--- src/sv/iso8601_timestamp_to_epoch_assert.svh ---
// Assertion macros for the timestamp converter.
`ifndef ISO8601_TIMESTAMP_TO_EPOCH_ASSERT_SVH
`define ISO8601_TIMESTAMP_TO_EPOCH_ASSERT_SVH

// Same-cycle implication, disabled while reset is held.
`define TS_ASSERT_NOW(label, clk, rst_n, ante, cons) \
  label: assert property (@(posedge clk) disable iff (!rst_n) (ante) |-> (cons)) \
    else $error("timestamp converter check failed");

// Next-cycle implication, disabled while reset is held.
`define TS_ASSERT_NEXT(label, clk, rst_n, ante, cons) \
  label: assert property (@(posedge clk) disable iff (!rst_n) (ante) |=> (cons)) \
    else $error("timestamp converter check failed");

`endif

--- src/sv/ts2e_pkg.sv ---
// Package: sequencer states, layout constants and date helpers.
package ts2e_pkg;

  localparam int unsigned LayoutLen = 19;
  localparam int unsigned SuffixMax = 6;

  localparam logic [1:0] PH_LAYOUT = 2'd0;
  localparam logic [1:0] PH_AT19   = 2'd1;
  localparam logic [1:0] PH_FRAC   = 2'd2;
  localparam logic [1:0] PH_SUFFIX = 2'd3;

  typedef enum logic [8:0] {
    S_IDLE = 9'b000000001,
    S_CHK  = 9'b000000010,
    S_DIV  = 9'b000000100,
    S_M1   = 9'b000001000,
    S_M2   = 9'b000010000,
    S_M3   = 9'b000100000,
    S_M4   = 9'b001000000,
    S_M5   = 9'b010000000,
    S_OUT  = 9'b100000000
  } state_t;

  function automatic logic is_digit(input logic [7:0] c);
    return (c >= 8'd48) && (c <= 8'd57);
  endfunction

  // Days from 1 March to the first of the given month (March-based year).
  function automatic logic [8:0] month_base(input logic [6:0] m);
    logic [8:0] r;
    r = '0;
    case (m)
      7'd3:  r = 9'd0;
      7'd4:  r = 9'd31;
      7'd5:  r = 9'd61;
      7'd6:  r = 9'd92;
      7'd7:  r = 9'd122;
      7'd8:  r = 9'd153;
      7'd9:  r = 9'd184;
      7'd10: r = 9'd214;
      7'd11: r = 9'd245;
      7'd12: r = 9'd275;
      7'd1:  r = 9'd306;
      7'd2:  r = 9'd337;
      default: r = 9'd0;
    endcase
    return r;
  endfunction

  // Two ASCII digits to 0..99, with a flag when either is not a digit.
  function automatic logic [7:0] digit_pair(input logic [7:0] a, input logic [7:0] b);
    logic [3:0] da;
    logic [3:0] db;
    da = 4'(a - 8'd48);
    db = 4'(b - 8'd48);
    if (!is_digit(a) || !is_digit(b)) begin
      return 8'hFF;
    end
    return 8'({4'd0, da} * 8'd10 + {4'd0, db});
  endfunction

endpackage

--- src/sv/iso8601_timestamp_to_epoch.sv ---
// Timestamp string parser and civil-date to Unix seconds converter.
// Bytes are taken one per cycle until the last byte of a string.
// After the last byte the block is busy: it checks the fields, divides the March-based year by 400
// by repeated subtraction and forms the products on one reused multiplier; a malformed string skips to the result.
// The result beat is then held until taken; the next string starts the cycle after that.
// Synchronous active-low reset returns the parser and sequencer to idle.
module iso8601_timestamp_to_epoch (
  input  logic        clk,
  input  logic        rst_n,
  input  logic        in_valid,
  output logic        in_ready,
  input  logic [7:0]  in_char_byte,
  input  logic        in_is_last,
  output logic        out_valid,
  input  logic        out_ready,
  output logic        out_parse_ok,
  output logic signed [38:0] out_epoch_seconds
);
  import ts2e_pkg::*;

  state_t state_r, state_nxt;
  logic [4:0]  idx_r, idx_nxt;
  logic [1:0]  phase_r, phase_nxt;
  logic        ferr_r, ferr_nxt;
  logic [13:0] year_r, year_nxt;
  logic [6:0]  month_r, month_nxt, day_r, day_nxt, hour_r, hour_nxt;
  logic [6:0]  min_r, min_nxt, sec_r, sec_nxt;
  logic [7:0]  sfx_r [SuffixMax];
  logic [7:0]  sfx_nxt [SuffixMax];
  logic [2:0]  scnt_r, scnt_nxt;

  logic signed [5:0]  era_r, era_nxt;
  logic [13:0]        rem_r, rem_nxt;
  logic signed [23:0] acc_r, acc_nxt;
  logic signed [38:0] prod_r, prod_nxt;
  logic signed [20:0] tod_r, tod_nxt;
  logic signed [38:0] res_r, res_nxt;
  logic               ok_r, ok_nxt;
  logic               ov_r, ov_nxt;

  logic        in_fire;
  logic        dig;
  logic [3:0]  dv;
  logic [13:0] cur_val, mac_val;
  logic        take_sfx;

  logic        ok_c;
  logic [7:0]  oh_c, om_c;
  logic        zone_bad;
  logic [18:0] off_c;
  logic [16:0] hms_c;
  logic signed [20:0] tod_c;
  logic signed [14:0] y_c;

  logic signed [23:0] mul_a;
  logic [17:0]        mul_b;
  logic signed [42:0] mul_p;
  logic [1:0]         c100;
  logic [17:0]        doe_c;

  assign in_ready = (state_r == S_IDLE);
  assign in_fire  = in_valid && in_ready;
  assign dig      = is_digit(in_char_byte);
  assign dv       = 4'(in_char_byte - 8'd48);

  // One digit accumulator shared by all layout fields.
  always_comb begin
    if (idx_r < 5'd4)       cur_val = year_r;
    else if (idx_r < 5'd7)  cur_val = {7'd0, month_r};
    else if (idx_r < 5'd10) cur_val = {7'd0, day_r};
    else if (idx_r < 5'd13) cur_val = {7'd0, hour_r};
    else if (idx_r < 5'd16) cur_val = {7'd0, min_r};
    else                    cur_val = {7'd0, sec_r};
    mac_val = 14'(cur_val * 14'd10 + {10'd0, dv});
  end

  // Validity and zone offset, evaluated from the settled parse registers.
  always_comb begin
    ok_c = (phase_r != PH_LAYOUT) && !ferr_r &&
           (month_r >= 7'd1) && (month_r <= 7'd12) &&
           (day_r >= 7'd1) && (day_r <= 7'd31) &&
           (hour_r <= 7'd23) && (min_r <= 7'd59) && (sec_r <= 7'd60);
    oh_c = digit_pair(sfx_r[1], sfx_r[2]);
    if (scnt_r >= 3'd6 && sfx_r[3] == 8'h3A) om_c = digit_pair(sfx_r[4], sfx_r[5]);
    else if (scnt_r >= 3'd5)                 om_c = digit_pair(sfx_r[3], sfx_r[4]);
    else                                     om_c = 8'd0;
    zone_bad = (scnt_r < 3'd3) ||
               (sfx_r[0] != 8'h2B && sfx_r[0] != 8'h2D) ||
               (oh_c == 8'hFF) || (om_c == 8'hFF);
    if (zone_bad) off_c = '0;
    else off_c = 19'({11'd0, oh_c} * 19'd3600 + {11'd0, om_c} * 19'd60);
    hms_c = 17'({10'd0, hour_r} * 17'd3600 + {10'd0, min_r} * 17'd60 + {10'd0, sec_r});
    if (sfx_r[0] == 8'h2D) tod_c = $signed({4'd0, hms_c}) + $signed({2'd0, off_c});
    else                   tod_c = $signed({4'd0, hms_c}) - $signed({2'd0, off_c});
    y_c = $signed({1'b0, year_r}) - ((month_r <= 7'd2) ? 15'sd1 : 15'sd0);
  end

  // Shared multiplier, operands picked by the sequencer.
  always_comb begin
    unique case (state_r)
      S_M1:    begin mul_a = {15'd0, rem_r[8:0]};   mul_b = 18'd365;    end
      S_M2:    begin mul_a = 24'(era_r);            mul_b = 18'd146097; end
      default: begin mul_a = acc_r;                 mul_b = 18'd86400;  end
    endcase
    mul_p = mul_a * $signed({1'b0, mul_b});
  end

  always_comb begin
    if (rem_r[8:0] >= 9'd300)      c100 = 2'd3;
    else if (rem_r[8:0] >= 9'd200) c100 = 2'd2;
    else if (rem_r[8:0] >= 9'd100) c100 = 2'd1;
    else                           c100 = 2'd0;
    doe_c = 18'(prod_r[17:0] + {11'd0, rem_r[8:2]} - {16'd0, c100}
                + {9'd0, month_base(month_r)} + {11'd0, day_r} - 18'd1);
  end

  always_comb begin
    state_nxt = state_r;
    idx_nxt = idx_r;  phase_nxt = phase_r;  ferr_nxt = ferr_r;
    year_nxt = year_r;  month_nxt = month_r;  day_nxt = day_r;
    hour_nxt = hour_r;  min_nxt = min_r;  sec_nxt = sec_r;
    sfx_nxt = sfx_r;  scnt_nxt = scnt_r;
    era_nxt = era_r;  rem_nxt = rem_r;  acc_nxt = acc_r;  prod_nxt = prod_r;
    tod_nxt = tod_r;  res_nxt = res_r;  ok_nxt = ok_r;  ov_nxt = ov_r;
    take_sfx = 1'b0;

    unique case (state_r)
      S_IDLE: begin
        if (in_fire) begin
          case (phase_r)
            PH_LAYOUT: begin
              if (idx_r == 5'd4 || idx_r == 5'd7) begin
                if (in_char_byte != 8'h2D) ferr_nxt = 1'b1;
              end else if (idx_r == 5'd13 || idx_r == 5'd16) begin
                if (in_char_byte != 8'h3A) ferr_nxt = 1'b1;
              end else if (idx_r == 5'd10) begin
                if (in_char_byte != 8'h54 && in_char_byte != 8'h74 &&
                    in_char_byte != 8'h20) ferr_nxt = 1'b1;
              end else if (!dig) begin
                ferr_nxt = 1'b1;
              end else if (idx_r < 5'd4)  begin year_nxt = mac_val;
              end else if (idx_r < 5'd7)  begin month_nxt = mac_val[6:0];
              end else if (idx_r < 5'd10) begin day_nxt = mac_val[6:0];
              end else if (idx_r < 5'd13) begin hour_nxt = mac_val[6:0];
              end else if (idx_r < 5'd16) begin min_nxt = mac_val[6:0];
              end else begin sec_nxt = mac_val[6:0];
              end
              idx_nxt = idx_r + 5'd1;
              if (idx_r == 5'(LayoutLen - 1)) phase_nxt = PH_AT19;
            end
            PH_AT19: begin
              if (in_char_byte == 8'h2E) phase_nxt = PH_FRAC;
              else begin phase_nxt = PH_SUFFIX; take_sfx = 1'b1; end
            end
            PH_FRAC: begin
              if (!dig) begin phase_nxt = PH_SUFFIX; take_sfx = 1'b1; end
            end
            default: take_sfx = 1'b1;
          endcase
          if (take_sfx && scnt_r < 3'(SuffixMax)) begin
            sfx_nxt[scnt_r] = in_char_byte;
            scnt_nxt = scnt_r + 3'd1;
          end
          if (in_is_last) state_nxt = S_CHK;
        end
      end
      S_CHK: begin
        ok_nxt = ok_c;
        if (!ok_c) begin
          res_nxt = '0;
          ov_nxt = 1'b1;
          state_nxt = S_OUT;
        end else begin
          // A 'Z' or 'z' suffix means no offset at all.
          if (scnt_r >= 3'd1 && (sfx_r[0] == 8'h5A || sfx_r[0] == 8'h7A))
            tod_nxt = $signed({4'd0, hms_c});
          else
            tod_nxt = tod_c;
          if (y_c < 0) begin
            era_nxt = -6'sd1;
            rem_nxt = 14'd399;
          end else begin
            era_nxt = '0;
            rem_nxt = 14'(y_c);
          end
          state_nxt = S_DIV;
        end
      end
      S_DIV: begin
        if (rem_r >= 14'd400) begin
          rem_nxt = rem_r - 14'd400;
          era_nxt = era_r + 6'sd1;
        end else begin
          state_nxt = S_M1;
        end
      end
      S_M1: begin
        prod_nxt = 39'(mul_p);
        state_nxt = S_M2;
      end
      S_M2: begin
        acc_nxt = $signed({6'd0, doe_c}) - 24'sd719468;
        prod_nxt = 39'(mul_p);
        state_nxt = S_M3;
      end
      S_M3: begin
        acc_nxt = acc_r + prod_r[23:0];
        state_nxt = S_M4;
      end
      S_M4: begin
        prod_nxt = 39'(mul_p);
        state_nxt = S_M5;
      end
      S_M5: begin
        res_nxt = prod_r + 39'(tod_r);
        ov_nxt = 1'b1;
        state_nxt = S_OUT;
      end
      S_OUT: begin
        if (out_ready) begin
          ov_nxt = 1'b0;
          idx_nxt = '0;  phase_nxt = PH_LAYOUT;  ferr_nxt = 1'b0;
          year_nxt = '0;  month_nxt = '0;  day_nxt = '0;
          hour_nxt = '0;  min_nxt = '0;  sec_nxt = '0;  scnt_nxt = '0;
          state_nxt = S_IDLE;
        end
      end
      default: state_nxt = S_IDLE;
    endcase
  end

  always_ff @(posedge clk) begin
    if (!rst_n) begin
      state_r <= S_IDLE;
      idx_r   <= '0;
      phase_r <= PH_LAYOUT;
      ferr_r  <= 1'b0;
      year_r  <= '0;
      month_r <= '0;
      day_r   <= '0;
      hour_r  <= '0;
      min_r   <= '0;
      sec_r   <= '0;
      scnt_r  <= '0;
      ov_r    <= 1'b0;
    end else begin
      state_r <= state_nxt;
      idx_r   <= idx_nxt;
      phase_r <= phase_nxt;
      ferr_r  <= ferr_nxt;
      year_r  <= year_nxt;
      month_r <= month_nxt;
      day_r   <= day_nxt;
      hour_r  <= hour_nxt;
      min_r   <= min_nxt;
      sec_r   <= sec_nxt;
      scnt_r  <= scnt_nxt;
      ov_r    <= ov_nxt;
    end
  end

  always_ff @(posedge clk) begin
    sfx_r  <= sfx_nxt;
    era_r  <= era_nxt;
    rem_r  <= rem_nxt;
    acc_r  <= acc_nxt;
    prod_r <= prod_nxt;
    tod_r  <= tod_nxt;
    res_r  <= res_nxt;
    ok_r   <= ok_nxt;
  end

  assign out_valid         = ov_r;
  assign out_parse_ok      = ok_r;
  assign out_epoch_seconds = res_r;

`include "iso8601_timestamp_to_epoch_assert.svh"

  `TS_ASSERT_NOW(a_no_overlap, clk, rst_n, out_valid, !in_ready)
  `TS_ASSERT_NOW(a_bad_is_zero, clk, rst_n, out_valid && !out_parse_ok, out_epoch_seconds == '0)
  `TS_ASSERT_NEXT(a_last_busy, clk, rst_n, in_valid && in_ready && in_is_last, !in_ready)
  `TS_ASSERT_NEXT(a_taken_idle, clk, rst_n, out_valid && out_ready, in_ready && !out_valid)

endmodule

--- config.mk ---
export PLATFORM = sky130hd
export DESIGN_NAME = iso8601_timestamp_to_epoch
export DESIGN_NICKNAME = d
export VERILOG_FILES = /design/src/sv/ts2e_pkg.sv /design/src/sv/iso8601_timestamp_to_epoch.sv
export VERILOG_INCLUDE_DIRS = /design/src /design/src/sv
export SDC_FILE = /design/constraint.sdc
export NUM_CORES = 2
export LEC_CHECK = 0
export BUFFER_PORTS_ARGS = -buffer_cell sky130_fd_sc_hd__buf_2
export CAP_MARGIN = 20
export CORE_MARGIN = 1.5
export CORE_UTILIZATION = 51
export DETAILED_ROUTE_END_ITERATION = 6
export PLACE_DENSITY = 0.67
export RECOVER_POWER = 100
export SLEW_MARGIN = 15
export SYNTH_ARGS = -nofsm -noshare
export SYNTH_HDL_FRONTEND = slang
export SYNTH_SLANG_ARGS = --single-unit
export TNS_END_PERCENT = 5
--- constraint.sdc ---
create_clock -name clk -period 8.7 [get_ports clk]
set_input_delay 1.74 -clock clk [delete_from_list [all_inputs] [get_ports clk]]
set_output_delay 1.74 -clock clk [all_outputs]
set_load 0.03 [all_outputs]
==> results_dict.tcl <==
set metrics [dict create \
    design_area_mm2 0.0382 \
    pin_count 55 \
    cap_viol_max_count 3 \
    finalSetupTns_ns 0 \
    cts.sink_count 271 \
    synth_cell_types 83 \
    final_hold_viol_count 0 \
    worst_slew_pin_slew_ns 2.07 \
    rsz0062_at_grt "no" \
    powerDensity_mw_per_mm2 97.8 \
    cts_tree "done" \
    busiest_layer "met2" \
    die_w_um 268 \
    hold_class "reg -> reg" \
    violations "capacitance limit, slew limit" \
    synth_edf_count 192 \
    clkTransAtPathRegs_ns 0.06 \
    cts_setup_buffers 0 \
    final_layout_size_suffix_gt1_share_pct 2.82 \
    clock_path_buffers 3 \
    path_class "reg -> reg" \
    syn-cell-area_mm2 0.0358 \
    grt_use_total_pct 23.9 \
    diodes 0 \
    clock_skew_ns 0.0186 \
    start_util_pct 51.8 \
    critPathRequiredTime_ns 9.03 \
    status "finished, violations left" \
    start_kind "flip-flop" \
    die_area_mm2 0.0718 \
    synth-seq-cells 271 \
    path_common_cell "inv_1" \
    synth_area_per_cell_um2 9.29 \
    grt_pass1_vias 25818 \
    grt_use_met1_pct 33.3 \
    post_drt_via_cell_ratio 5.32 \
    worstSkewPairLatency_ns 0.59 \
    dp_hpwl_um 70300 \
    crit_path_end_kind "flip-flop" \
    fmax_mhz 125 \
    yosysWarnings 0 \
    ctsResizeCount 0 \
    async_reset_ff_share_pct 0 \
    core_mm2 0.0691 \
    drc 0 \
    crit_path_max_incr_delay_ns 0.60 \
    seq_area_frac_synth_pct 20.5 \
    syn_to_final_growth_pct 6.80 \
    cts_buffers 31 \
    setup_viol 0 \
    yosysMostFrequentCell "inv_1" \
    dr.pass1.iters 7 \
    p_leak_nw 18.7 \
    fill_cells 6314 \
    antenna_found_initial 1 \
    wl_um 83800 \
    drv_slew 112 \
    rows 96 \
    hold_buffers 0 \
    synth_top_flop_cell "edfxtp_1" \
    synth_top_cell_area_share_pct 21.7 \
    avgRoutedWirePerCell_um 17.1 \
    peakVddDrop_v 0.000221 \
    fin_nets 4844 \
    grt_overflow 0 \
    use_met3_pct 2.28 \
    slowest_stage "a211oi_1" \
    grt_pass1_wl_um 136000 \
    crit_fanout 9 \
    relSlewSlack_pct -38.3 \
    htreeDepth 1 \
    min_period_over_period_pct 91.8 \
    gp_congestion 0.952 \
    dieHeight_um 268 \
    io_buffer_count 54 \
    ant_nets 0 \
    met2_usage_pct 40.4 \
    period_minus_slack_ns 7.98 \
    dpl_cell_area_mm2 0.0373 \
    drt_first_iter_violations 1506 \
    vias 26048 \
    synth.top_cells.by_count "inv_1, ha_1, fa_1" \
    cts.root.buffer_cell "clkbuf_16" \
    synth_area_leader_cell "fa_1" \
    grt_max_degree 56 \
    synthCells 3851 \
    ys_top_cells_by_area "fa_1, ha_1, edfxtp_1" \
    arrival_ns 8.31 \
]
## cell usage in the layout (no fill, tap or decap), drive strengths merged, types with 32 or more instances in the layout
cell type and count:
a21o 68, a21oi 229, and3 48, clkbuf 95, conb 49, dfxtp 79, edfxtp 192, fa 388
ha 502, inv 729, mux2i 47, nand2 241, nand2b 43, nand3 49, nor2 290, nor2b 35
nor3 72, o21a 32, o21ai 129, xnor2 159, xor2 93
## final cells by class
class                      instances  area, µm²  area share, %
timing repair buffer              82        370          0.969
clock inverter                    24        221          0.580
clock buffer                      33        783           2.05
multi-input combinational       2828      25600           67.0
sequential                       271       7350           19.2
inverter                         727       2730           7.14
tap                              931       1160           3.05
## power breakdown
| part | leakage (nW) | internal, mW | switching (mW) | total [mW] |
|---|---|---|---|---|
| registers | 2.42 | 1.43 | 0.00727 | 1.43 |
| clock network | 0.482 | 0.744 | 0.561 | 1.30 |
| logic | 15.8 | 0.389 | 0.613 | 1.00 |
| total | 18.7 | 2.56 | 1.18 | 3.74 |
## cell families (layout without fill, tap and decap cells)
group | after synthesis | after routing | synth area share (%)
buf+inv | 799 | 866 | 8.39
other cells | 2 | 49 | 0.0210
flops | 271 | 271 | 20.5
simple gates | 931 | 931 | 12.6
mux | 51 | 51 | 1.50
compound gates | 654 | 654 | 11.5
fa+ha+maj | 890 | 890 | 39.3
xor+xnor | 253 | 253 | 6.23
## per-layer routing
layer | vias to the layer above | wire, µm
met2 | 511 | 39700
met1 | 12517 | 39300
met5 | - | 0
met3 | 90 | 3100
li1 | 12930 | -
met4 | 0 | 1690
## stage by stage
stage | total power [mW] | setup WS, ns | utilization [%] | std cells | hold WS [ns]
6_report | 3.74 | 0.716 | 55.3 | 4896 | 0.470
5_1_grt | 3.93 | 0.0210 | 55.3 | 4896 | 0.502
4_1_cts | 3.77 | 0.275 | 55.5 | 4892 | 0.469
3_5_place_dp | 2.46 | 0.313 | 54.0 | 4835 | 0.452
3_3_place_gp | 2.45 | 0.421 | 54.0 | 4835 | 0.451
2_1_floorplan | 2.17 | 1.48 | - | 3898 | 0.437
## critical path, delay by kind of cell (launching register included)
kind                       cells  cell delay [ns]
adders and majority gates      7             2.91
AOI/OAI and AO/OA              7             1.93
and+or+nand+nor                7             1.56
buffers and inverters          7             0.87
DFF                            1             0.36
xor gates and xnor gates       1             0.08
## path summary, 6_finish.rpt
check / endpoint / slack [ns] / from / depth (start not counted)
worst max-delay path: prod_r[32] / 0.72 / state_r[1] / 29
worst min-delay path: out_valid / 0.47 / out_valid / 2
worst max register to register: prod_r[32] / 0.72 / state_r[1] / 29
worst min register to register: out_valid / 0.47 / out_valid / 2
## flip-flops by register name, indices dropped and copies added, names as in the netlist, 2 cells and up, named ones only
name and flops:
state_r 9, sec_r 7, day_r 7, era_r 6, sfx_r 48, rem_r 14, out_epoch_seconds 39, tod_r 21
acc_r 24, phase_r 2, month_r 7, hour_r 7, min_r 7, idx_r 5, year_r 14, prod_r 39
scnt_r 3
Power figures use the tool's default switching activity.
